[config.mk]
export PLATFORM = sky130hd
export DESIGN_NAME = step_pulse_generator_unit
export DESIGN_NICKNAME = d
export VERILOG_FILES = /design/src/spg_pkg.sv /design/src/spg_front.sv /design/src/spg_div.sv /design/src/spg_back.sv /design/src/step_pulse_generator_unit.sv
export VERILOG_INCLUDE_DIRS = /design/src /design/src/src
export SDC_FILE = /design/constraint.sdc
export NUM_CORES = 1
export LEC_CHECK = 0
export BUFFER_PORTS_ARGS = -buffer_cell sky130_fd_sc_hd__buf_4
export CORE_MARGIN = 2
export CORE_UTILIZATION = 60
export CTS_BUF_LIST = sky130_fd_sc_hd__clkbuf_4 sky130_fd_sc_hd__clkbuf_8
export DETAILED_ROUTE_END_ITERATION = 16
export GPL_TIMING_DRIVEN = 0
export PLACE_DENSITY = 0.78
export SLEW_MARGIN = 40
export SYNTH_ARGS = -nofsm -noshare
export SYNTH_HDL_FRONTEND = slang
export SYNTH_SLANG_ARGS = --single-unit
export TNS_END_PERCENT = 100
[constraint.sdc]
create_clock -name i_clk -period 5.3 [get_ports i_clk]
set_input_delay 1.06 -clock i_clk [delete_from_list [all_inputs] [get_ports i_clk]]
set_output_delay 1.06 -clock i_clk [all_outputs]
set_load 0.05 [all_outputs]
[src/step_pulse_generator_unit_defines.svh]
// assertion macros for the step pulse generator unit
`ifndef STEP_PULSE_GENERATOR_UNIT_DEFINES_SVH
`define STEP_PULSE_GENERATOR_UNIT_DEFINES_SVH

`ifndef SYNTHESIS
// same-cycle implication, checked out of reset
`define SPG_ASSERT_IMP(label, ante, cons) \
    label: assert property (@(posedge i_clk) disable iff (!i_rst_n) (ante) |-> (cons)) \
        else $error("spg assertion failed");
// next-cycle implication, checked out of reset
`define SPG_ASSERT_NXT(label, ante, cons) \
    label: assert property (@(posedge i_clk) disable iff (!i_rst_n) (ante) |=> (cons)) \
        else $error("spg assertion failed");
`else
`define SPG_ASSERT_IMP(label, ante, cons)
`define SPG_ASSERT_NXT(label, ante, cons)
`endif

`endif

[src/spg_pkg.sv]
// shared types and constants of the step pulse generator
package spg_pkg;

    localparam int CNT_W_DEF    = 16;
    localparam int RATE_W       = 24;
    localparam int HZ_W         = 20;
    localparam int KIND_W       = 3;
    localparam int PERIOD_OUT_W = 16;

    localparam logic [RATE_W-1:0] RATE_RESET = 24'd1000000;
    localparam int PERIOD_RESET  = 999;
    localparam int COMPARE_RESET = 500;
    localparam int RESET_W       = $clog2(PERIOD_RESET + 1);

    localparam int DIV_STEPS  = RATE_W;
    localparam int DIV_CNT_W  = $clog2(DIV_STEPS + 1);

    localparam int CMD_DEPTH  = 4;
    localparam int CMD_PTR_W  = $clog2(CMD_DEPTH);
    localparam int RES_DEPTH  = 2;
    localparam int RES_PTR_W  = $clog2(RES_DEPTH);

    localparam logic [KIND_W-1:0] KIND_TICK   = 3'd0;
    localparam logic [KIND_W-1:0] KIND_SETHZ  = 3'd1;
    localparam logic [KIND_W-1:0] KIND_START  = 3'd2;
    localparam logic [KIND_W-1:0] KIND_STOP   = 3'd3;
    localparam logic [KIND_W-1:0] KIND_DIR    = 3'd4;
    localparam logic [KIND_W-1:0] KIND_ENABLE = 3'd5;

    typedef enum logic [2:0] {
        OP_TICK,
        OP_SETHZ,
        OP_START,
        OP_STOP,
        OP_DIR,
        OP_ENABLE,
        OP_NOP
    } t_op;

    typedef struct packed {
        t_op             op;
        logic [HZ_W-1:0] hz;
        logic            flag;
    } t_cmd;

    typedef struct packed {
        logic valid;
        t_cmd cmd;
    } t_cmd_src;

    typedef struct packed {
        logic                    step_out;
        logic                    dir_out;
        logic                    enable_pin_out;
        logic                    running;
        logic [PERIOD_OUT_W-1:0] period_value;
    } t_result;

    typedef struct packed {
        logic              start;
        logic [RATE_W-1:0] dividend;
        logic [HZ_W-1:0]   divisor;
    } t_div_req;

    typedef struct packed {
        logic              busy;
        logic              done;
        logic [RATE_W-1:0] quot;
    } t_div_rsp;

    typedef enum logic [1:0] {
        BK_IDLE,
        BK_DIV,
        BK_APPLY,
        BK_EMIT
    } t_back_state;

    typedef struct packed {
        t_back_state state;
        logic        div_busy;
        logic        res_push;
        logic        res_full;
    } t_back_status;

endpackage

[src/spg_front.sv]
// front end: classifies incoming requests and queues them as commands
module spg_front import spg_pkg::*; (
    input  logic              i_clk,
    input  logic              i_rst_n,
    input  logic              i_push,
    input  logic [KIND_W-1:0] i_kind,
    input  logic [HZ_W-1:0]   i_hz_value,
    input  logic              i_flag_value,
    output logic              o_full,
    output t_cmd_src          o_cmd,
    input  logic              i_cmd_pop
);

    t_cmd                 r_mem [CMD_DEPTH];
    logic [CMD_PTR_W-1:0] r_wr_ptr;
    logic [CMD_PTR_W-1:0] r_rd_ptr;
    logic [CMD_PTR_W:0]   r_count;
    t_cmd                 s_cmd;
    logic                 s_wr;
    logic                 s_rd;

    // zero frequency only clears the run flag, same as stop
    always_comb begin
        s_cmd.hz   = i_hz_value;
        s_cmd.flag = i_flag_value;
        unique case (i_kind)
            KIND_TICK:   s_cmd.op = OP_TICK;
            KIND_SETHZ:  s_cmd.op = (i_hz_value == '0) ? OP_STOP : OP_SETHZ;
            KIND_START:  s_cmd.op = OP_START;
            KIND_STOP:   s_cmd.op = OP_STOP;
            KIND_DIR:    s_cmd.op = OP_DIR;
            KIND_ENABLE: s_cmd.op = OP_ENABLE;
            default:     s_cmd.op = OP_NOP;
        endcase
    end

    assign o_full    = (r_count == (CMD_PTR_W+1)'(CMD_DEPTH));
    assign o_cmd.valid = (r_count != '0);
    assign o_cmd.cmd   = r_mem[r_rd_ptr];
    assign s_wr      = i_push && !o_full;
    assign s_rd      = i_cmd_pop && o_cmd.valid;

    always_ff @(posedge i_clk) begin
        if (s_wr) begin
            r_mem[r_wr_ptr] <= s_cmd;
        end
    end

    always_ff @(posedge i_clk) begin
        if (!i_rst_n) begin
            r_wr_ptr <= '0;
            r_rd_ptr <= '0;
            r_count  <= '0;
        end else begin
            if (s_wr) begin
                r_wr_ptr <= r_wr_ptr + 1'b1;
            end
            if (s_rd) begin
                r_rd_ptr <= r_rd_ptr + 1'b1;
            end
            r_count <= r_count + (CMD_PTR_W+1)'(s_wr) - (CMD_PTR_W+1)'(s_rd);
        end
    end

endmodule

[src/spg_div.sv]
// restoring divider, one quotient bit per cycle
module spg_div import spg_pkg::*; (
    input  logic     i_clk,
    input  logic     i_rst_n,
    input  t_div_req i_req,
    output t_div_rsp o_rsp
);

    logic [HZ_W:0]      r_rem;
    logic [RATE_W-1:0]  r_quot;
    logic [HZ_W-1:0]    r_div;
    logic [DIV_CNT_W-1:0] r_cnt;
    logic               r_busy;
    logic               r_done;
    logic [HZ_W:0]      s_rem_sh;
    logic               s_fit;

    assign s_rem_sh = {r_rem[HZ_W-1:0], r_quot[RATE_W-1]};
    assign s_fit    = (s_rem_sh >= {1'b0, r_div});

    always_ff @(posedge i_clk) begin
        if (i_req.start) begin
            r_rem  <= '0;
            r_quot <= i_req.dividend;
            r_div  <= i_req.divisor;
        end else if (r_busy) begin
            r_rem  <= s_fit ? (s_rem_sh - {1'b0, r_div}) : s_rem_sh;
            r_quot <= {r_quot[RATE_W-2:0], s_fit};
        end
    end

    always_ff @(posedge i_clk) begin
        if (!i_rst_n) begin
            r_busy <= 1'b0;
            r_done <= 1'b0;
            r_cnt  <= '0;
        end else begin
            r_done <= 1'b0;
            if (i_req.start) begin
                r_busy <= 1'b1;
                r_cnt  <= DIV_CNT_W'(DIV_STEPS);
            end else if (r_busy) begin
                r_cnt <= r_cnt - 1'b1;
                if (r_cnt == DIV_CNT_W'(1)) begin
                    r_busy <= 1'b0;
                    r_done <= 1'b1;
                end
            end
        end
    end

    assign o_rsp.busy = r_busy;
    assign o_rsp.done = r_done;
    assign o_rsp.quot = r_quot;

endmodule

[src/spg_back.sv]
// back end: executes commands on the counter state and queues the results
module spg_back import spg_pkg::*; #(
    parameter int COUNTER_WIDTH = CNT_W_DEF
) (
    input  logic              i_clk,
    input  logic              i_rst_n,
    input  logic              i_cfg_wr_en,
    input  logic [RATE_W-1:0] i_cfg_wr_data,
    input  t_cmd_src          i_cmd,
    output logic              o_cmd_pop,
    output t_div_req          o_div_req,
    input  t_div_rsp          i_div_rsp,
    output t_result           o_result,
    output logic              o_empty,
    input  logic              i_pop,
    output t_back_status      o_status
);

    // state holds at least the reset period
    localparam int RW = (COUNTER_WIDTH > RESET_W) ? COUNTER_WIDTH : RESET_W;
    localparam logic [32:0] CNT_MAX = 33'((64'd1 << COUNTER_WIDTH) - 64'd1);

    t_back_state       r_state;
    t_back_state       n_state;
    t_cmd              r_cmd;
    logic [RATE_W-1:0] r_rate;
    logic [RW-1:0]     r_cnt;
    logic [RW-1:0]     r_period;
    logic [RW-1:0]     r_cmp;
    logic              r_run;
    logic              r_dir;
    logic              r_en_n;

    t_result              r_res_mem [RES_DEPTH];
    logic [RES_PTR_W-1:0] r_res_wr;
    logic [RES_PTR_W-1:0] r_res_rd;
    logic [RES_PTR_W:0]   r_res_count;

    logic              s_apply;
    logic              s_res_push;
    logic              s_res_pop;
    logic              s_res_full;
    logic [RATE_W-1:0] s_q;
    logic [RATE_W-1:0] s_per_raw;
    logic              s_sat;
    logic [RW-1:0]     s_per;
    logic [RW:0]       s_cmp_sum;
    t_result           s_res;

    assign s_res_full = (r_res_count == (RES_PTR_W+1)'(RES_DEPTH));

    always_comb begin
        n_state = r_state;
        unique case (r_state)
            BK_IDLE: begin
                if (i_cmd.valid) begin
                    n_state = (i_cmd.cmd.op == OP_SETHZ) ? BK_DIV : BK_APPLY;
                end
            end
            BK_DIV: begin
                if (i_div_rsp.done) begin
                    n_state = BK_APPLY;
                end
            end
            BK_APPLY: n_state = BK_EMIT;
            BK_EMIT: begin
                if (!s_res_full) begin
                    n_state = BK_IDLE;
                end
            end
            default: n_state = BK_IDLE;
        endcase
    end

    always_comb begin
        o_cmd_pop          = (r_state == BK_IDLE) && i_cmd.valid;
        o_div_req.start    = o_cmd_pop && (i_cmd.cmd.op == OP_SETHZ);
        o_div_req.dividend = r_rate;
        o_div_req.divisor  = i_cmd.cmd.hz;
        s_apply            = (r_state == BK_APPLY);
        s_res_push         = (r_state == BK_EMIT) && !s_res_full;
    end

    always_ff @(posedge i_clk) begin
        if (!i_rst_n) begin
            r_state <= BK_IDLE;
        end else begin
            r_state <= n_state;
        end
    end

    always_ff @(posedge i_clk) begin
        if (o_cmd_pop) begin
            r_cmd <= i_cmd.cmd;
        end
    end

    // period = max(1, rate/hz) - 1, saturated; compare = (period + 1) / 2
    always_comb begin
        s_q       = (i_div_rsp.quot == '0) ? RATE_W'(1) : i_div_rsp.quot;
        s_per_raw = s_q - 1'b1;
        s_sat     = (33'(s_per_raw) > CNT_MAX);
        s_per     = s_sat ? RW'(CNT_MAX) : RW'(s_per_raw);
        s_cmp_sum = {1'b0, s_per} + (RW+1)'(1);
    end

    always_ff @(posedge i_clk) begin
        if (!i_rst_n) begin
            r_rate   <= RATE_RESET;
            r_cnt    <= '0;
            r_period <= RW'(PERIOD_RESET);
            r_cmp    <= RW'(COMPARE_RESET);
            r_run    <= 1'b0;
            r_dir    <= 1'b0;
            r_en_n   <= 1'b1;
        end else begin
            if (i_cfg_wr_en) begin
                r_rate <= i_cfg_wr_data;
            end
            if (s_apply) begin
                unique case (r_cmd.op)
                    OP_TICK: begin
                        if (r_run) begin
                            r_cnt <= (r_cnt >= r_period) ? '0 : r_cnt + 1'b1;
                        end
                    end
                    OP_SETHZ: begin
                        r_period <= s_per;
                        r_cmp    <= s_cmp_sum[RW:1];
                        r_cnt    <= '0;
                    end
                    OP_START:  r_run  <= 1'b1;
                    OP_STOP:   r_run  <= 1'b0;
                    OP_DIR:    r_dir  <= r_cmd.flag;
                    OP_ENABLE: r_en_n <= !r_cmd.flag;
                    default: ;
                endcase
            end
        end
    end

    always_comb begin
        s_res.step_out       = (r_cnt < r_cmp);
        s_res.dir_out        = r_dir;
        s_res.enable_pin_out = r_en_n;
        s_res.running        = r_run;
        s_res.period_value   = PERIOD_OUT_W'(r_period);
    end

    // result queue
    assign s_res_pop = i_pop && !o_empty;
    assign o_empty   = (r_res_count == '0);
    assign o_result  = r_res_mem[r_res_rd];

    always_ff @(posedge i_clk) begin
        if (s_res_push) begin
            r_res_mem[r_res_wr] <= s_res;
        end
    end

    always_ff @(posedge i_clk) begin
        if (!i_rst_n) begin
            r_res_wr    <= '0;
            r_res_rd    <= '0;
            r_res_count <= '0;
        end else begin
            if (s_res_push) begin
                r_res_wr <= r_res_wr + 1'b1;
            end
            if (s_res_pop) begin
                r_res_rd <= r_res_rd + 1'b1;
            end
            r_res_count <= r_res_count + (RES_PTR_W+1)'(s_res_push)
                         - (RES_PTR_W+1)'(s_res_pop);
        end
    end

    assign o_status.state    = r_state;
    assign o_status.div_busy = i_div_rsp.busy;
    assign o_status.res_push = s_res_push;
    assign o_status.res_full = s_res_full;

endmodule

[src/step_pulse_generator_unit.sv]
// top level of the step pulse generator: front queue, divider and executing back end
//
// usage: each request (tick, set frequency, start, stop, set direction, set enable)
// is written like a queue push: it is taken at a clock edge with push high and
// full low. every request gives exactly one result (step, direction and enable
// pin levels, run flag and active period), read like a queue: it sits on the
// o_ ports while empty is low and leaves at an edge with pop high.
// tick_rate is written through i_cfg_wr_en / i_cfg_wr_data with the block idle.
// a taken request passes from the front queue to the back end, which applies
// it and then emits its result; set frequency first waits in the div step for
// the 24-step restoring divider. the back end works on one request at a time,
// through its idle/apply/emit sequence. the front queue holds 4 requests and the
// result queue 2, so the producer keeps pushing while results wait.
// when the consumer stalls, the back end waits in its emit step and the front
// queue fills until full rises; nothing is dropped.
// reset (synchronous, active low) empties both queues, stops the counter,
// restores period 999, compare 500, direction 0, driver disabled and
// tick_rate 1000000. no clearing pass is needed.
`include "step_pulse_generator_unit_defines.svh"

module step_pulse_generator_unit import spg_pkg::*; #(
    parameter int COUNTER_WIDTH = CNT_W_DEF
) (
    input  logic                    i_clk,
    input  logic                    i_rst_n,
    // request side
    input  logic                    push,
    output logic                    full,
    input  logic [KIND_W-1:0]       i_kind,
    input  logic [HZ_W-1:0]         i_hz_value,
    input  logic                    i_flag_value,
    // configuration
    input  logic                    i_cfg_wr_en,
    input  logic [RATE_W-1:0]       i_cfg_wr_data,
    // result side
    output logic                    empty,
    input  logic                    pop,
    output logic                    o_step_out,
    output logic                    o_dir_out,
    output logic                    o_enable_pin_out,
    output logic                    o_running,
    output logic [PERIOD_OUT_W-1:0] o_period_value
);

    t_cmd_src     s_cmd;
    logic         s_cmd_pop;
    t_div_req     s_div_req;
    t_div_rsp     s_div_rsp;
    t_result      s_result;
    t_back_status s_status;

    // classify and buffer incoming requests
    spg_front u_front (
        .i_clk        (i_clk),
        .i_rst_n      (i_rst_n),
        .i_push       (push),
        .i_kind       (i_kind),
        .i_hz_value   (i_hz_value),
        .i_flag_value (i_flag_value),
        .o_full       (full),
        .o_cmd        (s_cmd),
        .i_cmd_pop    (s_cmd_pop)
    );

    // tick_rate / hz for set frequency
    spg_div u_div (
        .i_clk   (i_clk),
        .i_rst_n (i_rst_n),
        .i_req   (s_div_req),
        .o_rsp   (s_div_rsp)
    );

    // counter state, command execution and result queue
    spg_back #(
        .COUNTER_WIDTH (COUNTER_WIDTH)
    ) u_back (
        .i_clk         (i_clk),
        .i_rst_n       (i_rst_n),
        .i_cfg_wr_en   (i_cfg_wr_en),
        .i_cfg_wr_data (i_cfg_wr_data),
        .i_cmd         (s_cmd),
        .o_cmd_pop     (s_cmd_pop),
        .o_div_req     (s_div_req),
        .i_div_rsp     (s_div_rsp),
        .o_result      (s_result),
        .o_empty       (empty),
        .i_pop         (pop),
        .o_status      (s_status)
    );

    assign o_step_out       = s_result.step_out;
    assign o_dir_out        = s_result.dir_out;
    assign o_enable_pin_out = s_result.enable_pin_out;
    assign o_running        = s_result.running;
    assign o_period_value   = s_result.period_value;

    // a full request queue always offers a command to the back end
    `SPG_ASSERT_IMP(a_full_has_cmd, full, s_cmd.valid)
    // the divider only runs while the back end waits for it
    `SPG_ASSERT_IMP(a_div_in_state, s_status.div_busy, s_status.state == BK_DIV)
    // a result is never written into a full result queue
    `SPG_ASSERT_IMP(a_push_room, s_status.res_push, !s_status.res_full)
    // a divider start is followed by a busy divider
    `SPG_ASSERT_NXT(a_div_started, s_div_req.start, s_div_rsp.busy)

endmodule
==> results of run 1 <==
-- registers in the layout, indices dropped and copies added, names as in the netlist, 2 cells and up, named ones only --
name                count
u_div.r_cnt             5
u_back.r_rate          24
u_front.r_wr_ptr        2
u_back.r_res_mem       40
u_back.r_state          2
u_back.r_res_count      2
u_back.r_cnt           16
u_div.r_quot           24
u_front.r_rd_ptr        2
u_div.r_div            20
u_back.r_cmd            4
u_back.r_cmp           16
u_div.r_rem            20
u_front.r_count         3
u_back.r_period        16
u_front.r_mem          96
-- synthesized netlist by cell type, types with 6 or more instances --
cell type / n
ha_1: 70
a31oi_1: 23
mux2i_1: 35
o21ai_1: 11
nand3_1: 39
nor2_1: 55
a211oi_1: 9
mux2_2: 21
and3_1: 11
nand4_1: 13
o21a_1: 9
inv_1: 87
or3_1: 12
edfxtp_1: 184
nor2b_1: 34
nor3_1: 24
dfxtp_1: 118
mux4_2: 24
o21ai_0: 62
and2_1: 19
buf_1: 7
nand2_1: 139
nor4_1: 12
a21oi_1: 42
a21o_1: 10
xnor2_1: 33
o211ai_1: 13
clkbuf_1: 49
or2_2: 6
nand2b_1: 9
xor2_1: 16
-- final cells by class --
type                       count  share of cell area (%)
clock buffer                  66                   4.980
buffer                        55                   1.427
sequential                   302                   47.86
inverter                      88                   2.004
timing repair buffer          78                   3.781
clock inverter                24                   1.040
multi-input combinational    833                   36.49
tap                          319                   2.422
-- worst min-delay path, stage by stage, from the launching register on --
cell,delay [ns]
dfxtp_1,0.31
nand2_1,0.05
o21ai_1,0.05
-- path summary, 6_finish.rpt --
kind | from | end | slack [ns] | cells after the start
hold / removal | u_back.r_cmp[14] | u_back.r_cmp[14] | 0.45 | 2
setup reg to reg | u_div.r_quot[14] | u_back.r_cmp[7] | 0.27 | 19
setup / recovery | u_div.r_quot[14] | u_back.r_cmp[7] | 0.27 | 19
hold reg to reg | u_back.r_cmp[14] | u_back.r_cmp[14] | 0.45 | 2
-- power groups by stage --
stage,logic (µW),clock network (µW),registers (µW)
CTS,2310,2060,3120
finish,2300,2020,3140
detailed placement,2300,0,3160
global placement,2230,0,3150
floorplan,1750,0,3080
global route,2550,2170,3180
-- logic make-up (layout without fill, tap and decap cells) --
group / count (synthesis) / after routing / share of synthesized area (%)
muxes: 80 / 80 / 7.800
buffers and inverters: 149 / 311 / 4.043
and+or+nand+nor: 397 / 397 / 13.67
xor gates and xnor gates: 49 / 49 / 2.969
DFF: 302 / 302 / 54.58
AOI/OAI and AO/OA: 235 / 235 / 10.61
adders and majority gates: 72 / 72 / 6.337
-- through the flow --
stage / cell area (µm²) / hold slack [ns]
after floorplan: 14450 / 0.4249
after global placement: 15400 / 0.4433
after detailed placement: 15480 / 0.4439
after CTS: 16470 / 0.4527
after global routing: 16480 / 0.4942
final: 16480 / 0.4515
-- timing repair --
item                       in CTS  in global routing
setup endpoints to repair       0                  1
setup buffers                   0                  2
resized for setup               0                  1
-- layer usage --
metal | track usage, % | share of wire [%]
met1 | 31.06 | 42
met2 | 43.54 | 49
met3 | 3.933 | 5.6
met4 | 8.471 | 2.9
met5 | 0 | 0
==> flow_summary_export.csv, run 1 <==
group,metric,value,unit
clocking,cts-htree-levels,2,
setup_path,critPathTopFamily,"simple AND/OR/NAND/NOR gates",
placed_design,gp_congestion,0.9023,
routing,drt_iter0_drc,622,
clocking,clkSlewWorstSetupHoldPaths,0.07,ns
pwr,p_comb_share,30.8,%
synthesis,syn_inst,1284,
pwr,switching_power,2515,µW
clocking,cts-hold-fix-buffers,0,
sta,clock.fmax,0.1988,GHz
setup_path,critPathKind,"reg2reg",
floorplan,die_h,159.2,µm
routing,wl_per_cell,17.46,µm
placed_design,dpl.hpwl,22130,µm
setup_path,worstSetupStartpointType,"flip-flop",
synthesis,ys.flop_type,"edfxtp_1",
synthesis,avgSynthCellArea,11.26,µm²
synthesis,ys.warnings.count,0,
global_routing,antenna_found_initial,0,
routing,drc_errors,0,
synthesis,synth.top_cell.area_share,38.23,%
global_routing,track_usage,24.68,%
setup_path,crit_arrival,5.48,ns
routing,via_count,10240,
final_layout,fillerInstances,1719,
clocking,cts_root_buf,"clkbuf_8",
pwr,sw_frac_of_total,33.70,%
sta,fin_crit_sh,94.89,%
floorplan,die_w,159.2,µm
final_layout,synthToLayoutAreaGrowth,14.03,%
pwr,p_total,7462,µW
routing,dr.pass1.iters,5,
final_layout,utilization,70.00,%
final_layout,layout_common_cells,"184 x edfxtp_1, 138 x nand2_1, 118 x dfxtp_1",
min_path,hold_class,"reg2reg",
synthesis,ys_ff_latch,302,
clocking,cts_tree,"built",
routing,vias_per_cell,5.801,
synthesis,synth_area_leaders,"edfxtp_1 38%, dfxtp_1 16%, ha_1 6.1%",
pwr,power.internal,4947,µW
floorplan,rows,56,
pwr,p_per_area,452.8,nW/µm²
final_layout,fin_cells,1765,
pwr,leakage,0.006421,µW
final_layout,layout-drive-gt1-share,16.39,%
clocking,numCtsBuffers,48,
global_routing,grt_pass1_wl,50660,µm
setup_path,cp_cell_sequence,"or3_1 -> nand4b_1 -> nor2_1 -> nor2_1 -> ha_2 -> or3b_2 -> or3_4 -> or4b_1 -> a211o_1 -> a21bo_1 -> buf_6 -> buf_6 -> o21ai_1 -> ha_1 -> and4_1 -> clkbuf_1 -> a21o_1 -> a311oi_2 -> a21oi_1",
sta,setup_violations,0,
routing,postRouteAntennaNets,0,
synthesis,syn_area,14450,µm²
run_status,status,"finished, final reports clean",
setup_path,required,5.75,ns
sta,fin_skew,0.03136,ns
placed_design,portBuffers,73,
sta,layout_min_cycle_time,5.029,ns
clocking,cts.sinks,302,
floorplan,start_util,61.39,%
global_routing,grt_pass1_vias,10210,
synthesis,synth_edf_count,184,
placed_design,dp_slack,0.2079,ns
setup_path,critPathCaptureType,"flip-flop",
sta,worst_slack,0.2708,ns
synthesis,yosysUniqueCellTypes,76,
sta,tns,0,ns
final_layout,nNetsFinal,1531,
synthesis,synthesis.nets,1409,
pwr,p_seq_share,42.1,%
setup_path,cp_max_fo,10,
clocking,clock_latency,0.58,ns
sta,slew_violations,0,
final_layout,multi_input_area,6013,µm²
sta,final-hold-violation-count,0,
synthesis,netlist.top_cell.by_area,"edfxtp_1",
placed_design,dp.cells,1678,
run,drv_cap,0,
sta,slew_headroom,46.88,%
routing,wirelength,30830,µm
clocking,cts_buffer_depth,3,
setup_path,slowest_delay,0.50,ns
synthesis,ys_async_sr_fraction,0,%
floorplan,dieArea,25340,µm²
global_routing,grt_max_degree,26,
final_layout,seqCellArea,7888,µm²
pwr,irDropWorstVdd,0.0003471,V
synthesis,ys_seq_area_share,54.58,%
floorplan,ios,75,
floorplan,core,23540,µm²
final_layout,diodes,0,
sta,rsz0062_at_grt,"false",
setup_path,cp_slowest_cell,"or3b_2",
pwr,clockPowerShare,27.1,%
global_routing,grt_overflow_total,0,
final_layout,final_common_cell,"edfxtp_1",
sta,max_slew.worst_pin.slew,0.7968,ns
setup_path,cp_num_buf_inv,3,
Power figures use the tool's default switching activity.
==> inputs of run 2 (changes only) <==
--- a/config.mk
+++ b/config.mk
@@ -8,11 +8,11 @@
 export LEC_CHECK = 0
 export BUFFER_PORTS_ARGS = -buffer_cell sky130_fd_sc_hd__buf_4
 export CORE_MARGIN = 2
-export CORE_UTILIZATION = 60
+export CORE_UTILIZATION = 67
 export CTS_BUF_LIST = sky130_fd_sc_hd__clkbuf_4 sky130_fd_sc_hd__clkbuf_8
 export DETAILED_ROUTE_END_ITERATION = 16
 export GPL_TIMING_DRIVEN = 0
-export PLACE_DENSITY = 0.78
+export PLACE_DENSITY = 0.86
 export SLEW_MARGIN = 40
 export SYNTH_ARGS = -nofsm -noshare
 export SYNTH_HDL_FRONTEND = slang
==> constraint.sdc (replaced) <==
create_clock -name i_clk -period 6.3 [get_ports i_clk]
set_input_delay 1.26 -clock i_clk [delete_from_list [all_inputs] [get_ports i_clk]]
set_output_delay 1.26 -clock i_clk [all_outputs]
set_load 0.05 [all_outputs]
==> run 2 against run 1 <==
  * Total power fell by 16%
  * Clock skew rose by 0.0035 ns
  * Final area fell by 0.64%
  * Sequential share of layout area rose by 0.31 points
  * Critical path depth rose by 1
  * Highest routed layer unchanged
  * Maximum frequency fell by 2.5%
  * Critical endpoint unchanged
  * First-iteration DRC count rose by 4.7%
  * Register-to-register slack improved by 0.87 ns
==> flow_summary_export.csv, run 2 (synthesis gave the netlist of run 1 again) <==
group,metric,value,unit
setup_path,crit_arrival,5.61,ns
sta,worst_slack,1.143,ns
global_routing,track_usage,28.88,%
global_routing,grt_pass1_wl,51540,µm
placed_design,portBuffers,73,
sta,max_slew.worst_pin.slew,0.7926,ns
global_routing,grt_overflow_total,0,
placed_design,dp_slack,1.208,ns
sta,setup_violations,0,
pwr,leakage,0.006396,µW
pwr,clockPowerShare,26.6,%
setup_path,slowest_delay,0.51,ns
pwr,p_total,6259,µW
global_routing,antenna_found_initial,0,
pwr,sw_frac_of_total,34.22,%
clocking,cts_buffer_depth,3,
sta,tns,0,ns
sta,slew_headroom,46.93,%
sta,final-hold-violation-count,0,
floorplan,dieArea,22760,µm²
clocking,cts-htree-levels,2,
sta,fin_skew,0.03483,ns
setup_path,cpMostUsedCell,"nor2_1",
pwr,switching_power,2141,µW
routing,dr.pass1.iters,5,
sta,fin_crit_sh,81.86,%
floorplan,die_h,150.9,µm
routing,drt_iter0_drc,651,
setup_path,critPathCaptureType,"flip-flop",
placed_design,dp.cells,1633,
final_layout,diodes,0,
placed_design,gp_congestion,0.9058,
final_layout,regMostFlops,"u_front.r_mem",
setup_path,cp_max_fo,10,
clocking,cts_root_buf,"clkbuf_8",
final_layout,top_regs,"u_front.r_mem (96), u_back.r_res_mem (40)",
floorplan,core,21090,µm²
setup_path,required,6.76,ns
final_layout,layout-drive-gt1-share,15.96,%
final_layout,final_common_cell,"edfxtp_1",
global_routing,grt_pass1_vias,10350,
routing,vias_per_cell,6.056,
sta,whs,0.4567,ns
clocking,cts-hold-fix-buffers,0,
routing,drc_errors,0,
pwr,p_comb_share,31.3,%
routing,wirelength,32070,µm
final_layout,layout_common_cells,"184 x edfxtp_1, 138 x nand2_1, 118 x dfxtp_1",
setup_path,cp_slowest_cell,"or3b_2",
clocking,cts.sinks,302,
sta,rsz0062_at_grt,"false",
sta,clock.fmax,0.1939,GHz
pwr,p_seq_share,42.0,%
floorplan,rows,53,
final_layout,synthToLayoutAreaGrowth,13.30,%
routing,wl_per_cell,18.62,µm
floorplan,die_w,150.9,µm
placed_design,dpl.hpwl,22730,µm
final_layout,fin_cells,1722,
pwr,irDropWorstVdd,0.0002626,V
clocking,clkSlewWorstSetupHoldPaths,0.06,ns
clocking,numCtsBuffers,48,
sta,layout_min_cycle_time,5.157,ns
sta,slew_violations,0,
floorplan,ios,75,
pwr,power.internal,4117,µW
clocking,cts_resized,0,
min_path,hold_class,"reg2reg",
clocking,clock_latency,0.58,ns
global_routing,grt_max_degree,26,
floorplan,start_util,68.54,%
setup_path,worstSetupStartpointType,"flip-flop",
clocking,cts_tree,"built",
routing,postRouteAntennaNets,0,
routing,via_count,10430,
run,drv_cap,0,
final_layout,largest_register_ff_count,96,
final_layout,nNetsFinal,1533,
pwr,p_per_area,382.2,nW/µm²
run_status,status,"finished, final reports clean",
clocking,postCtsSetupBuffers,0,
setup_path,cp_cell_sequence,"clkbuf_1 -> nor2_1 -> nand4_1 -> nor2_1 -> nor2_1 -> ha_1 -> or3b_2 -> or3_4 -> or4b_1 -> a211o_1 -> a21bo_1 -> buf_6 -> buf_6 -> o21ai_1 -> ha_1 -> and4_1 -> clkbuf_1 -> a21o_1 -> a311oi_2 -> a21oi_1",
setup_path,critPathKind,"reg2reg",
## run 2: final cells by class
type / instances / area, µm²
Sequential cell: 302 / 7888
Multi-Input combinational cell: 833 / 6011
Fill cell: 1365 / 4713
Clock buffer: 66 / 820.8
Timing Repair Buffer: 74 / 575.6
Tap cell: 275 / 344.1
Inverter: 88 / 330.3
Buffer: 61 / 259.0
Clock inverter: 23 / 146.4
## run 2: path summary, 6_finish.rpt
kind,start,end,slack [ns],cells after the start
worst max-delay path,u_div.r_quot[2],u_back.r_cmp[7],1.14,20
worst min-delay path,u_back.r_cmp[14],u_back.r_cmp[14],0.46,2
worst max register to register,u_div.r_quot[2],u_back.r_cmp[7],1.14,20
worst min register to register,u_back.r_cmp[14],u_back.r_cmp[14],0.46,2
## run 2: critical path: cells and delay by family, from the launching register on
family,cells,cell delay (ns)
and+or+nand+nor,8,2.23
adders and majority gates,2,0.61
DFF,1,0.32
AOI/OAI and AO/OA,6,1.11
buffers and inverters,4,0.79
## run 2: metrics by stage
stage | instance area (µm²) | utilization (%)
after floorplan | 14450 | -
after global placement | 15340 | 72.77
after detailed placement | 15400 | 73.02
after CTS | 16360 | 77.60
after global routing | 16370 | 77.65
final | 16370 | 77.65
## run 2: power groups by stage
stage	Clock, µW	Combinational [µW]	Sequential [µW]
after global placement	0	1850	2650
after global routing	1770	2160	2660
after detailed placement	0	1930	2660
after CTS	1680	1950	2630
final	1670	1960	2630
after floorplan	0	1470	2590
## run 2: routing by layer
layer  global-route usage [%]  wire length [µm]
met1                    36.21             13110
met2                    51.39             16490
met3                    4.187              1643
met4                    10.09               824
met5                        0                 0
